==> src/rtl/ovd_pkg.sv <==
// Shared types and constants for the sprite-table and video-memory DMA controller.
// Used by the front end, the command queue, the back end and the top level.
package ovd_pkg;

	// Operation codes of an incoming beat.
	localparam logic [2:0] OP_REG_WRITE     = 3'd0;
	localparam logic [2:0] OP_REG_READ      = 3'd1;
	localparam logic [2:0] OP_TICK          = 3'd2;
	localparam logic [2:0] OP_HBLANK_NOTIFY = 3'd3;
	localparam logic [2:0] OP_HBLANK_BLOCK  = 3'd4;
	localparam logic [2:0] OP_CLEAR_PENDING = 3'd5;

	// Register indexes; the four address bytes occupy a contiguous range.
	localparam logic [2:0] REG_SPRITE_PAGE = 3'd0;
	localparam logic [2:0] REG_ADDR_FIRST  = 3'd1;
	localparam logic [2:0] REG_ADDR_LAST   = 3'd4;
	localparam logic [2:0] REG_VIDEO_LEN   = 3'd5;

	// Copy targets.
	localparam logic [1:0] TGT_NONE   = 2'd0;
	localparam logic [1:0] TGT_SPRITE = 2'd1;
	localparam logic [1:0] TGT_VIDEO  = 2'd2;

	// Classified command kinds passed from front to back.
	localparam logic [3:0] CMD_NOP          = 4'd0;
	localparam logic [3:0] CMD_SPRITE_START = 4'd1;
	localparam logic [3:0] CMD_ADDR_WRITE   = 4'd2;
	localparam logic [3:0] CMD_LEN_WRITE    = 4'd3;
	localparam logic [3:0] CMD_READ         = 4'd4;
	localparam logic [3:0] CMD_TICK         = 4'd5;
	localparam logic [3:0] CMD_NOTIFY       = 4'd6;
	localparam logic [3:0] CMD_BLOCK        = 4'd7;
	localparam logic [3:0] CMD_CLEAR        = 4'd8;

	// Fixed constants of the transfer engines.
	localparam logic [7:0]  MAX_SPRITE_PAGE = 8'hDF;
	localparam logic [15:0] VIDEO_BASE      = 16'h8000;
	localparam logic [15:0] VIDEO_WRAP      = 16'h1FFF;
	localparam logic [7:0]  IDLE_STATUS     = 8'hFF;
	localparam logic [7:0]  UNUSED_READ     = 8'hFF;
	localparam logic [15:0] BLOCK_BYTES     = 16'd16;

	typedef struct packed {
		logic [2:0] operation;
		logic [2:0] reg_index;
		logic [7:0] write_data;
		logic [7:0] tick_cycles;
	} req_item_t;

	typedef struct packed {
		logic [7:0]  read_data;
		logic [1:0]  copy_target;
		logic [15:0] copy_source;
		logic [15:0] copy_destination;
		logic [11:0] copy_length;
		logic        cpu_blocked;
		logic        block_pending;
		logic        video_dma_busy;
	} rsp_item_t;

	// Command word: data carries the written byte or the granted slot count.
	typedef struct packed {
		logic [3:0] kind;
		logic [2:0] reg_index;
		logic [7:0] data;
	} cmd_t;

endpackage

==> src/rtl/ovd_front.sv <==
// Front end: accepts request beats and classifies them into commands.
// Depends on ovd_pkg; feeds ovd_queue.
module ovd_front
	import ovd_pkg::*;
(
	input  logic      req_valid,
	output logic      req_ready,
	input  req_item_t req,
	input  logic      queue_full,
	output logic      push,
	output cmd_t      cmd
);

	// A beat is taken whenever the queue has room.
	assign req_ready = !queue_full;
	assign push      = req_valid && !queue_full;

	// Classify the operation; writes that have no effect become no-ops.
	always_comb begin
		cmd.reg_index = req.reg_index;
		cmd.data      = req.write_data;
		cmd.kind      = CMD_NOP;
		case (req.operation)
			OP_REG_WRITE: begin
				if (req.reg_index == REG_SPRITE_PAGE) begin
					if (req.write_data <= MAX_SPRITE_PAGE) begin
						cmd.kind = CMD_SPRITE_START;
					end
				end else if (req.reg_index inside {[REG_ADDR_FIRST:REG_ADDR_LAST]}) begin
					cmd.kind = CMD_ADDR_WRITE;
				end else if (req.reg_index == REG_VIDEO_LEN) begin
					cmd.kind = CMD_LEN_WRITE;
				end
			end
			OP_REG_READ: begin
				cmd.kind = CMD_READ;
			end
			OP_TICK: begin
				cmd.kind = CMD_TICK;
				cmd.data = req.tick_cycles;
			end
			OP_HBLANK_NOTIFY: begin
				cmd.kind = CMD_NOTIFY;
			end
			OP_HBLANK_BLOCK: begin
				cmd.kind = CMD_BLOCK;
			end
			OP_CLEAR_PENDING: begin
				cmd.kind = CMD_CLEAR;
			end
			default: begin
				cmd.kind = CMD_NOP;
			end
		endcase
	end

endmodule

==> src/rtl/ovd_queue.sv <==
// Short command queue between the front end and the back end.
// Depends on ovd_pkg for the command type.
module ovd_queue
	import ovd_pkg::*;
#(
	parameter int DEPTH = 2
) (
	input  logic clk,
	input  logic arst_n,
	input  logic push,
	input  cmd_t push_cmd,
	output logic full,
	input  logic pop,
	output logic head_valid,
	output cmd_t head_cmd
);

	localparam int PTR_W = $clog2(DEPTH);
	localparam int CNT_W = $clog2(DEPTH + 1);
	localparam logic [PTR_W-1:0] LAST = PTR_W'(DEPTH - 1);

	cmd_t             entries_q [DEPTH];
	logic [PTR_W-1:0] wr_ptr_q;
	logic [PTR_W-1:0] rd_ptr_q;
	logic [CNT_W-1:0] count_q;

	assign full       = (count_q == CNT_W'(DEPTH));
	assign head_valid = (count_q != '0);
	assign head_cmd   = entries_q[rd_ptr_q];

	// Entry storage.
	always_ff @(posedge clk) begin
		if (push) begin
			entries_q[wr_ptr_q] <= push_cmd;
		end
	end

	// Pointers and fill count.
	always_ff @(posedge clk or negedge arst_n) begin
		if (!arst_n) begin
			wr_ptr_q <= '0;
			rd_ptr_q <= '0;
			count_q  <= '0;
		end else begin
			if (push) begin
				wr_ptr_q <= (wr_ptr_q == LAST) ? '0 : wr_ptr_q + 1'b1;
			end
			if (pop) begin
				rd_ptr_q <= (rd_ptr_q == LAST) ? '0 : rd_ptr_q + 1'b1;
			end
			if (push && !pop) begin
				count_q <= count_q + 1'b1;
			end else if (pop && !push) begin
				count_q <= count_q - 1'b1;
			end
		end
	end

endmodule

==> src/rtl/ovd_back.sv <==
// Back end: holds both engines' state, executes one command per cycle while the output
// register is free and registers the response beat. Depends on ovd_pkg; fed by ovd_queue.
module ovd_back
	import ovd_pkg::*;
#(
	parameter int SPRITE_TABLE_BYTES = 160
) (
	input  logic      clk,
	input  logic      arst_n,
	input  logic      head_valid,
	input  cmd_t      head_cmd,
	output logic      pop,
	output logic      rsp_valid,
	input  logic      rsp_ready,
	output rsp_item_t rsp
);

	localparam logic [8:0] SPR_LEN = 9'(SPRITE_TABLE_BYTES);

	logic        sprite_active_q;
	logic [7:0]  sprite_page_q;
	logic [7:0]  sprite_position_q;
	logic        video_active_q;
	logic [15:0] video_source_q;
	logic [15:0] video_destination_q;
	logic [6:0]  blocks_left_q;
	logic [7:0]  address_bytes_q [4];
	logic [7:0]  length_status_q;
	logic        hblank_request_q;
	logic        rsp_valid_q;
	rsp_item_t   rsp_q;

	logic        sprite_active_d;
	logic [7:0]  sprite_page_d;
	logic [7:0]  sprite_position_d;
	logic        video_active_d;
	logic [15:0] video_source_d;
	logic [15:0] video_destination_d;
	logic [6:0]  blocks_left_d;
	logic [7:0]  length_status_d;
	logic        hblank_request_d;
	rsp_item_t   rsp_d;

	logic [1:0]  addr_sel;
	logic [15:0] reg_source;
	logic [15:0] reg_destination;
	logic [8:0]  spr_left;
	logic [8:0]  spr_count;
	logic [8:0]  spr_next;
	logic [15:0] dst_step;

	// The output register frees up when it is empty or being taken.
	assign pop       = head_valid && (!rsp_valid_q || rsp_ready);
	assign rsp_valid = rsp_valid_q;
	assign rsp       = rsp_q;

	assign addr_sel        = 2'(head_cmd.reg_index - REG_ADDR_FIRST);
	assign reg_source      = {address_bytes_q[0], address_bytes_q[1][7:4], 4'b0};
	assign reg_destination = VIDEO_BASE | {3'b0, address_bytes_q[2][4:0],
		address_bytes_q[3][7:4], 4'b0};

	// Sprite tick arithmetic: slots granted against bytes remaining.
	assign spr_left  = ({1'b0, sprite_position_q} < SPR_LEN) ?
		(SPR_LEN - {1'b0, sprite_position_q}) : 9'd0;
	assign spr_count = ({1'b0, head_cmd.data} < spr_left) ? {1'b0, head_cmd.data} : spr_left;
	assign spr_next  = {1'b0, sprite_position_q} + spr_count;
	assign dst_step  = video_destination_q + BLOCK_BYTES;

	// Execute the command at the queue head.
	always_comb begin
		sprite_active_d     = sprite_active_q;
		sprite_page_d       = sprite_page_q;
		sprite_position_d   = sprite_position_q;
		video_active_d      = video_active_q;
		video_source_d      = video_source_q;
		video_destination_d = video_destination_q;
		blocks_left_d       = blocks_left_q;
		length_status_d     = length_status_q;
		hblank_request_d    = hblank_request_q;
		rsp_d               = '0;
		case (head_cmd.kind)
			CMD_SPRITE_START: begin
				sprite_page_d     = head_cmd.data;
				sprite_position_d = '0;
				sprite_active_d   = 1'b1;
			end
			CMD_LEN_WRITE: begin
				if (!head_cmd.data[7] && video_active_q) begin
					video_active_d  = 1'b0;
					length_status_d = {1'b1, blocks_left_q};
				end else if (!head_cmd.data[7]) begin
					rsp_d.copy_target      = TGT_VIDEO;
					rsp_d.copy_source      = reg_source;
					rsp_d.copy_destination = reg_destination;
					rsp_d.copy_length      = {8'({1'b0, head_cmd.data[6:0]} + 8'd1), 4'b0};
					length_status_d        = IDLE_STATUS;
				end else begin
					video_source_d      = reg_source;
					video_destination_d = reg_destination;
					blocks_left_d       = head_cmd.data[6:0];
					video_active_d      = 1'b1;
					length_status_d     = {1'b0, head_cmd.data[6:0]};
				end
			end
			CMD_READ: begin
				if (head_cmd.reg_index inside {[REG_ADDR_FIRST:REG_ADDR_LAST]}) begin
					rsp_d.read_data = address_bytes_q[addr_sel];
				end else if (head_cmd.reg_index == REG_VIDEO_LEN) begin
					rsp_d.read_data = length_status_q;
				end else begin
					rsp_d.read_data = UNUSED_READ;
				end
			end
			CMD_TICK: begin
				if (sprite_active_q) begin
					if (spr_count != '0) begin
						rsp_d.copy_target      = TGT_SPRITE;
						rsp_d.copy_source      = {sprite_page_q, sprite_position_q};
						rsp_d.copy_destination = {8'b0, sprite_position_q};
						rsp_d.copy_length      = {3'b0, spr_count};
					end
					if (spr_next >= SPR_LEN) begin
						sprite_active_d   = 1'b0;
						sprite_position_d = '0;
					end else begin
						sprite_position_d = spr_next[7:0];
					end
				end
			end
			CMD_NOTIFY: begin
				hblank_request_d = 1'b1;
			end
			CMD_BLOCK: begin
				if (video_active_q) begin
					rsp_d.copy_target      = TGT_VIDEO;
					rsp_d.copy_source      = video_source_q;
					rsp_d.copy_destination = video_destination_q;
					rsp_d.copy_length      = 12'(BLOCK_BYTES);
					video_source_d         = video_source_q + BLOCK_BYTES;
					video_destination_d    = VIDEO_BASE | (dst_step & VIDEO_WRAP);
					if (blocks_left_q == '0) begin
						video_active_d  = 1'b0;
						length_status_d = IDLE_STATUS;
					end else begin
						blocks_left_d   = blocks_left_q - 7'd1;
						length_status_d = {1'b0, blocks_left_q - 7'd1};
					end
				end
			end
			CMD_CLEAR: begin
				hblank_request_d = 1'b0;
			end
			default: begin
				rsp_d = '0;
			end
		endcase
		rsp_d.cpu_blocked    = sprite_active_d;
		rsp_d.block_pending  = hblank_request_d;
		rsp_d.video_dma_busy = video_active_d;
	end

	// Engine state.
	always_ff @(posedge clk or negedge arst_n) begin
		if (!arst_n) begin
			sprite_active_q     <= 1'b0;
			sprite_page_q       <= '0;
			sprite_position_q   <= '0;
			video_active_q      <= 1'b0;
			video_source_q      <= '0;
			video_destination_q <= '0;
			blocks_left_q       <= '0;
			address_bytes_q     <= '{default: 8'hFF};
			length_status_q     <= IDLE_STATUS;
			hblank_request_q    <= 1'b0;
		end else if (pop) begin
			sprite_active_q     <= sprite_active_d;
			sprite_page_q       <= sprite_page_d;
			sprite_position_q   <= sprite_position_d;
			video_active_q      <= video_active_d;
			video_source_q      <= video_source_d;
			video_destination_q <= video_destination_d;
			blocks_left_q       <= blocks_left_d;
			length_status_q     <= length_status_d;
			hblank_request_q    <= hblank_request_d;
			if (head_cmd.kind == CMD_ADDR_WRITE) begin
				address_bytes_q[addr_sel] <= head_cmd.data;
			end
		end
	end

	// Response valid flag.
	always_ff @(posedge clk or negedge arst_n) begin
		if (!arst_n) begin
			rsp_valid_q <= 1'b0;
		end else if (pop) begin
			rsp_valid_q <= 1'b1;
		end else if (rsp_ready) begin
			rsp_valid_q <= 1'b0;
		end
	end

	// Response payload.
	always_ff @(posedge clk) begin
		if (pop) begin
			rsp_q <= rsp_d;
		end
	end

endmodule

==> src/rtl/oam_and_vram_dma_controller.sv <==
// Top level of the sprite-table and video-memory DMA controller.
// Depends on ovd_pkg, ovd_front, ovd_queue and ovd_back.
//
// Each request beat (register write, register read, tick, hblank notify, hblank block or
// clear pending) yields exactly one response beat carrying the read byte, a copy descriptor
// (target, source, destination, length) and the engine status flags after the request.
// The block sustains one request per clock cycle while the response side is ready: the
// back end executes one command per cycle against the engine state, which is the loop
// that sets this rate. An accepted request is written into the queue; the back end then
// executes it from the queue head into the output register, which presents the response
// beat. The queue of QUEUE_DEPTH entries lets requests keep flowing while a response
// waits to be taken; requests stall only when the queue is full.
module oam_and_vram_dma_controller
	import ovd_pkg::*;
#(
	parameter int SPRITE_TABLE_BYTES = 160,
	parameter int QUEUE_DEPTH = 2
) (
	input  logic      clk,
	input  logic      arst_n,
	input  logic      req_valid,
	output logic      req_ready,
	input  req_item_t req,
	output logic      rsp_valid,
	input  logic      rsp_ready,
	output rsp_item_t rsp
);

	logic push;
	logic pop;
	logic queue_full;
	logic head_valid;
	cmd_t push_cmd;
	cmd_t head_cmd;

	// Classify incoming beats.
	ovd_front u_front (
		.req_valid  (req_valid),
		.req_ready  (req_ready),
		.req        (req),
		.queue_full (queue_full),
		.push       (push),
		.cmd        (push_cmd)
	);

	// Buffer commands between the two sides.
	ovd_queue #(
		.DEPTH (QUEUE_DEPTH)
	) u_queue (
		.clk        (clk),
		.arst_n     (arst_n),
		.push       (push),
		.push_cmd   (push_cmd),
		.full       (queue_full),
		.pop        (pop),
		.head_valid (head_valid),
		.head_cmd   (head_cmd)
	);

	// Execute commands and produce responses.
	ovd_back #(
		.SPRITE_TABLE_BYTES (SPRITE_TABLE_BYTES)
	) u_back (
		.clk        (clk),
		.arst_n     (arst_n),
		.head_valid (head_valid),
		.head_cmd   (head_cmd),
		.pop        (pop),
		.rsp_valid  (rsp_valid),
		.rsp_ready  (rsp_ready),
		.rsp        (rsp)
	);

endmodule
==> config.mk <==
export PLATFORM = sky130hd
export DESIGN_NAME = oam_and_vram_dma_controller
export DESIGN_NICKNAME = d
export VERILOG_FILES = /design/src/rtl/ovd_pkg.sv /design/src/rtl/ovd_front.sv /design/src/rtl/ovd_queue.sv /design/src/rtl/ovd_back.sv /design/src/rtl/oam_and_vram_dma_controller.sv
export SDC_FILE = /design/constraint.sdc
export NUM_CORES = 1
export LEC_CHECK = 0
export CORE_ASPECT_RATIO = 1.75
export CORE_MARGIN = 8
export CORE_UTILIZATION = 42
export CTS_CLUSTER_SIZE = 14
export DETAILED_ROUTE_END_ITERATION = 8
export DONT_BUFFER_PORTS = 1
export PLACE_DENSITY = 0.55
export SYNTH_ARGS = -nofsm -noshare
export SYNTH_HDL_FRONTEND = slang
export SYNTH_SLANG_ARGS = --single-unit
==> constraint.sdc <==
create_clock -name clk -period 6.82 [get_ports clk]
set_clock_uncertainty 0.05 [all_clocks]
set_input_delay 0.682 -clock clk [delete_from_list [all_inputs] [get_ports clk]]
set_output_delay 0.682 -clock clk [all_outputs]
set_load 0.03 [all_outputs]
### After elaboration in Yosys (flattened, before gate mapping)

Memories as Yosys holds them, arrays and structs flattened.
Cells that the tools add are included.
Widths: inputs -> output; s select.

| word-level totals | value |
|---|---|
| memories | 1 |
| word-level logic and storage cells | 158 |
| output and inout bits | 59 |
| input bits | 26 |
| bits in writable memories | 30 |
| bits in registers | 160 |

Memory list:

| memory | depth | bits a word | read ports | clocked after memory_dff | write ports | RTL line | text |
|---|---|---|---|---|---|---|---|
| u_queue.entries_q | 2 | 15 | 1 | 0 | 1 | ovd_queue.sv:22 | `cmd_t entries_q [DEPTH];` |

| operators by class | value |
|---|---|
| equality and inequality tests | 21 |
| bitwise operators | 1 |
| reductions and logical operators | 29 |
| $add $sub $neg | 11 |
| $lt $le $gt $ge | 10 |
| multiplexer cells | 60 |

Operators by type and width:

| kind | number |
|---|---|
| $mux 46 | 4 |
| $pmux 46 s3 | 1 |
| $mux 16 | 6 |
| $mux 8 | 12 |
| $pmux 16 s2 | 2 |
| $mux 45 | 1 |
| $bwmux 32 | 1 |
| $pmux 8 s2 | 2 |
| $mux 7 | 4 |
| $pmux 4 s6 | 1 |
| $mux 9 | 2 |
| $add 16x5->16 const B | 1 |
| $bmux 8 s2 | 1 |
| $demux 8 s2 | 1 |
| $eq 4x3->1 const B | 4 |
| $pmux 7 s2 | 1 |
| $add 13x5->13 const B | 1 |
| $mux 1 | 13 |
| $eq 3x3->1 const B | 4 |
| $reduce_bool 2->1 | 5 |
| $add 8x9->9 | 1 |
| $ge 9x8->1 const B | 1 |
| $lt 8x9->1 | 1 |
| $reduce_bool 9->1 | 1 |
| other kinds (33) | 61 |

### Longest topological paths before layout

| depth | value |
|---|---|
| depth in word-level cells | 9 |
| mapped depth | 25 |
| mapped depth without buffers | 23 |

### Cells and area by module

From an unflattened synthesis, not the netlist that was laid out.

| unflattened totals | value |
|---|---|
| cells, all modules | 843 |
| area total of the unflattened synthesis | 9300.2 µm² |

Modules (own cells, without submodules):

| module | area each (µm²) | cells each | times used | sequential area each (µm²) |
|---|---|---|---|---|
| ovd_back | 7741.2 | 753 | 1 | 3808.7 |
| ovd_queue | 1323.8 | 63 | 1 | 1001.0 |
| ovd_front | 235.2 | 27 | 1 | 0.0 |

### Worst setup path after synthesis

OpenSTA, ideal clock, no wires.

| path | value |
|---|---|
| kind | reg2reg |
| from | register u_back.sprite_position_q[1] |
| to | register u_back.sprite_active_q |
| buffers on the path | 2 |
| period minus slack after synthesis | 5.359 ns |
| stages on the path, launching flop included | 25 |
| library setup time | 0.116 ns |
| slack | 1.461 ns |
| arrival time | 5.193 ns |
| data required time | 6.654 ns |
| cells stage by stage | dfrtp_1 inv_1 ha_1 clkbuf_1 nor4b_1 nor2_1 nor2_1 a22oi_1 ha_1 nand3_1 a211oi_1 a211oi_1 a31oi_1 clkbuf_1 nand2_1 o21ai_0 inv_1 ha_1 a211oi_1 nor4b_1 a2111oi_0 o21ai_0 nand2_1 a21boi_0 o311ai_0 |

| between the ends | value |
|---|---|
| word-level cells in the longest chain between the ends | 9 |
| elaborated cells between the ends (all ways) | 10 |
| those cells by class | add/sub: 2; order compare: 3; mux: 5 |

Ends and longest elaborated chain:

| item | RTL line | text |
|---|---|---|
| start, declared | ovd_back.sv:22 | `logic [7:0] sprite_position_q;` |
| start signal, assigned | ovd_back.sv:178 | `sprite_position_q <= sprite_position_d;` |
| $sub 8x8->9 or $lt 8x8->1 (tied branches) | ovd_back.sv:64, ovd_back.sv:63 |  |
| $mux 9 | ovd_back.sv:63 | `assign spr_left = ({1'b0, sprite_position_q} < SPR_LEN) ?` |
| $lt 8x9->1 | ovd_back.sv:65 | `assign spr_count = ({1'b0, head_cmd.data} < spr_left) ? {1'b0, head_cmd.data} : spr_left;` |
| $mux 9 | ovd_back.sv:65 |  |
| $add 8x9->9 * | ovd_back.sv:66 | `assign spr_next = {1'b0, sprite_position_q} + spr_count;` |
| $ge 9x8->1 * | ovd_back.sv:122 | `if (spr_next >= SPR_LEN) begin` |
| $mux 1 * | ovd_back.sv:122 |  |
| $mux 1 * | ovd_back.sv:115 | `if (sprite_active_q) begin` |
| $pmux 1 s2 * | ovd_back.sv:81 | `case (head_cmd.kind)` |
| end signal, assigned | ovd_back.sv:176 | `sprite_active_q <= sprite_active_d;` |
| end, declared | ovd_back.sv:20 | `logic sprite_active_q;` |

Every way passes the cells marked *; elsewhere a longest branch is shown, timed or not.
A chain may end at the register's enable or synchronous reset.

### Worst setup path in the final report

Same ends and word-level chain as after synthesis.

==> results.ini <==
[timing]
period_needed_ns=5.96
setup_tns_ns=0
hold_viol=0
fmax_mhz=168
whs_ns=0.0557
period_share_pct=87.3
setup_viol=0
max_slew.worst_pin.slew_ns=0.895
rsz0062_at_grt=no
slew_viol_final=0
max_slew_margin_pct=39.8

[worst_setup_path]
crit_type=register to register
required_ns=7.08
path_cells=inv_1 > ha_1 > nor4b_1 > o22ai_1 > a22oi_1 > ha_1 > a21oi_1 > o22ai_1 > a211oi_1 > a31oi_1 > o21ai_0 > inv_1 > ha_1 > a211oi_1 > nor4b_1 > a2111oi_0 > o21ai_0 > nand2_1 > a21boi_0 > o311ai_0
worstSetupEndpointType=register
cp_max_fo=7
cp_slowest_stage_delay_ns=0.62
cp_common_cell=ha_1
r2r-start=u_back.sprite_position_q[1]
start_kind=register
cp_slowest_cell=nor4b_1
reg2reg_depth=20
r2r_end=u_back.sprite_active_q
rrSetupSlack_ns=0.86
cp_data_arrival_time_ns=6.21

[route]
drt_iter0_drc=539
wl_um=25600
drt_pass1_iterations=5
vias=6779
detail_route.wl_per_cell_um=21.9
drc=0
via_per_inst=5.80
ant_nets=0

[clocking]
cts-root-buf=clkbuf_16
htree_levels=4
numCtsBuffers=17
clock_path_buffers=2
clk_latency_ns=0.44
clk_pin_slew_worst_paths_ns=0.07
tritoncts=yes
cts_setup_buffers=0
clkSinkCount=174

[yosys]
synth_top_family_by_area=compound AO/OA/AOI/OAI gates
synth_edf_count=81
synth_warnings=0
synthesis.area_sq_um=9130
async_flop_share_pct=53.4
synthTopCellsByArea=edfxtp_1, dfrtp_1, dfstp_2, o21ai_0, nand2_1
synth_xor_area_share_pct=1.73
ys_types=71
synthSimpleGateAreaFrac_pct=14.2
ys_seq_area_share_pct=52.7
synth_area_per_cell_sq_um=10.4
synthAdderAreaFrac_pct=3.92
synth_compound_area_share_pct=18.2
synthFlopType=edfxtp_1
synth_seq_cells=174
synthMuxAreaShare_pct=5.58
yosys.area.top_type=edfxtp_1
synthCells=875
synth_top_area_share_pct=26.6

[status]
status=finished, final reports clean

[hold_path]
hold_path.class=input port to asynchronous set/reset pin

[layout]
final_cells=1169
drive_gt1_share_pct=15.2
final_nets=918
fin_util_pct=46.8
fillers=2018
antenna_cells=0
area_growth_pct=9.70

[pwr]
p_leak_nw=3.94
power_density_nw_per_um2=534
irDropWorstVdd_mv=0.200

[place]
dpl.cell_count=1136
portBuffers=0
dp_hpwl_um=18900
place_congestion=0.840

[grt]
grt_max_degree=54
grtUsageTotal_pct=19.6
grt_pass1_vias=6926
grt_pass1_wl_um=39800
grt_overflow=0
antenna_found_initial=0

[die]
die_x_um=127
coreArea_sq_um=21400
die-area_sq_um=26900
row_count=71
io_pins=85
start_util_pct=42.7
die_h_um=211

[flow_run]
cap_violations=0

## final cells by class
class | instances | area, sq um | share of cell area (%)
Sequential cell | 174 | 4810 | 48.0
Multi-Input combinational cell | 623 | 4000 | 39.9
Clock buffer | 24 | 482 | 4.81
Tap cell | 292 | 365 | 3.65
Timing Repair Buffer | 20 | 170 | 1.70
Inverter | 28 | 105 | 1.05
Clock inverter | 8 | 83.8 | 0.837
## layout by cell type, fill, tap and decap left out, types with 5 or more instances in the layout
cell	instances
a21o_1	15
a21oi_1	51
a22o_1	21
a31oi_1	15
and2_1	5
and3_1	6
buf_4	19
clkbuf_16	17
dfrtp_1	53
dfstp_2	40
edfxtp_1	81
ha_1	27
inv_1	27
mux2_2	15
mux2i_1	16
mux4_2	8
nand2_1	103
nand2b_1	9
nand3_1	27
nor2_1	67
nor3_1	19
o21ai_0	90
o21ai_1	5
o221a_2	8
o221ai_1	5
o22ai_1	10
o31ai_1	5
or3_1	6
xnor2_1	11
xor2_1	7
## layer usage
| metal | routed length (um) | track usage, % | vias up | part of all wire [%] |
|---|---|---|---|---|
| met5 | 0 | 0 | - | 0 |
| met4 | 1060 | 10.2 | 0 | 4.1 |
| met3 | 953 | 3.61 | 57 | 3.7 |
| met2 | 13600 | 36.0 | 231 | 53 |
| met1 | 9920 | 20.9 | 3295 | 39 |
| li1 | - | - | 3196 | - |
## where the power goes
part	leakage, nW	total, mW	internal, mW	switching, mW
Sequential	1.87	2.23	1.62	0.610
Clock	0.267	0.938	0.534	0.404
Combinational	1.80	2.18	0.829	1.35
Total	3.94	5.34	2.98	2.36
## cell usage after synthesis, drive strengths merged, types with 6 or more instances
cell	count
nor2	69
mux4	8
ha	27
dfrtp	53
xor2	7
and3	6
xnor2	11
nand2b	9
a21o	15
nor3	21
nand2	103
o221a	8
buf	18
clkbuf	33
mux2	15
inv	28
dfstp	40
edfxtp	81
or3	7
nand3	27
a31oi	15
mux2i	16
a22o	21
a21oi	51
o22ai	10
o21ai	96
## repair_timing
| item | in CTS | in global routing |
|---|---|---|
| hold endpoints to repair | 53 | 0 |
| resized for setup | 0 | 0 |
| hold buffers | 1 | 0 |
| endpoints found under the setup margin | 0 | 0 |
## registers in the layout (all words and copies together) (netlist names)
| name | count |
|---|---|
| u_back.video_destination_q | 10 |
| u_back.sprite_active_q | 1 |
| u_queue.entries_q | 30 |
| u_back.blocks_left_q | 7 |
| u_back.sprite_position_q | 8 |
| u_back.rsp_valid | 1 |
| u_back.hblank_request_q | 1 |
| u_back.length_status_q | 8 |
| u_back.video_active_q | 1 |
| u_back.video_source_q | 12 |
| u_queue.wr_ptr_q | 1 |
| u_back.sprite_page_q | 8 |
| u_back.address_bytes_q | 32 |
| u_queue.rd_ptr_q | 1 |
| u_queue.count_q | 2 |
| u_back.rsp | 51 |
## how the worst max path moves through the flow
stage                                           start                           to  slack (ns)
after global placement    u_back.sprite_position_q[1]  u_back.sprite_position_q[6]        1.17
after CTS                 u_back.sprite_position_q[1]       u_back.sprite_active_q        0.95
after global routing      u_back.sprite_position_q[1]       u_back.sprite_active_q        0.23
after floorplan           u_back.sprite_position_q[1]       u_back.sprite_active_q        1.46
final                     u_back.sprite_position_q[1]       u_back.sprite_active_q        0.86
after detailed placement  u_back.sprite_position_q[1]       u_back.sprite_active_q        0.99
## worst max-delay path: cells and delay by family (launching register included)
| kind | cells | cell delay [ns] |
|---|---|---|
| compound gates | 12 | 3.35 |
| fa+ha+maj | 3 | 0.92 |
| buf+inv | 2 | 0.23 |
| flops | 1 | 0.41 |
| simple gates | 3 | 0.89 |
## stage by stage
step | total power, mW | setup WS [ns] | area, sq um
after global routing | 5.70 | 0.235 | 10000
after CTS | 5.37 | 0.946 | 10000
after global placement | 4.36 | 1.17 | 9420
after floorplan | 3.72 | 1.46 | 9140
after detailed placement | 4.41 | 0.990 | 9420
final | 5.34 | 0.865 | 10000
## cells by family (layout without fill, tap and decap cells)
kind of cell,count (synthesis),after routing
adders and majority gates,28,28
and+or+nand+nor,275,275
DFF,174,174
muxes,39,39
AOI/OAI and AO/OA,261,261
xor gates and xnor gates,18,18
other,1,2
buffers and inverters,79,80
(Power assumes the default switching activity.)
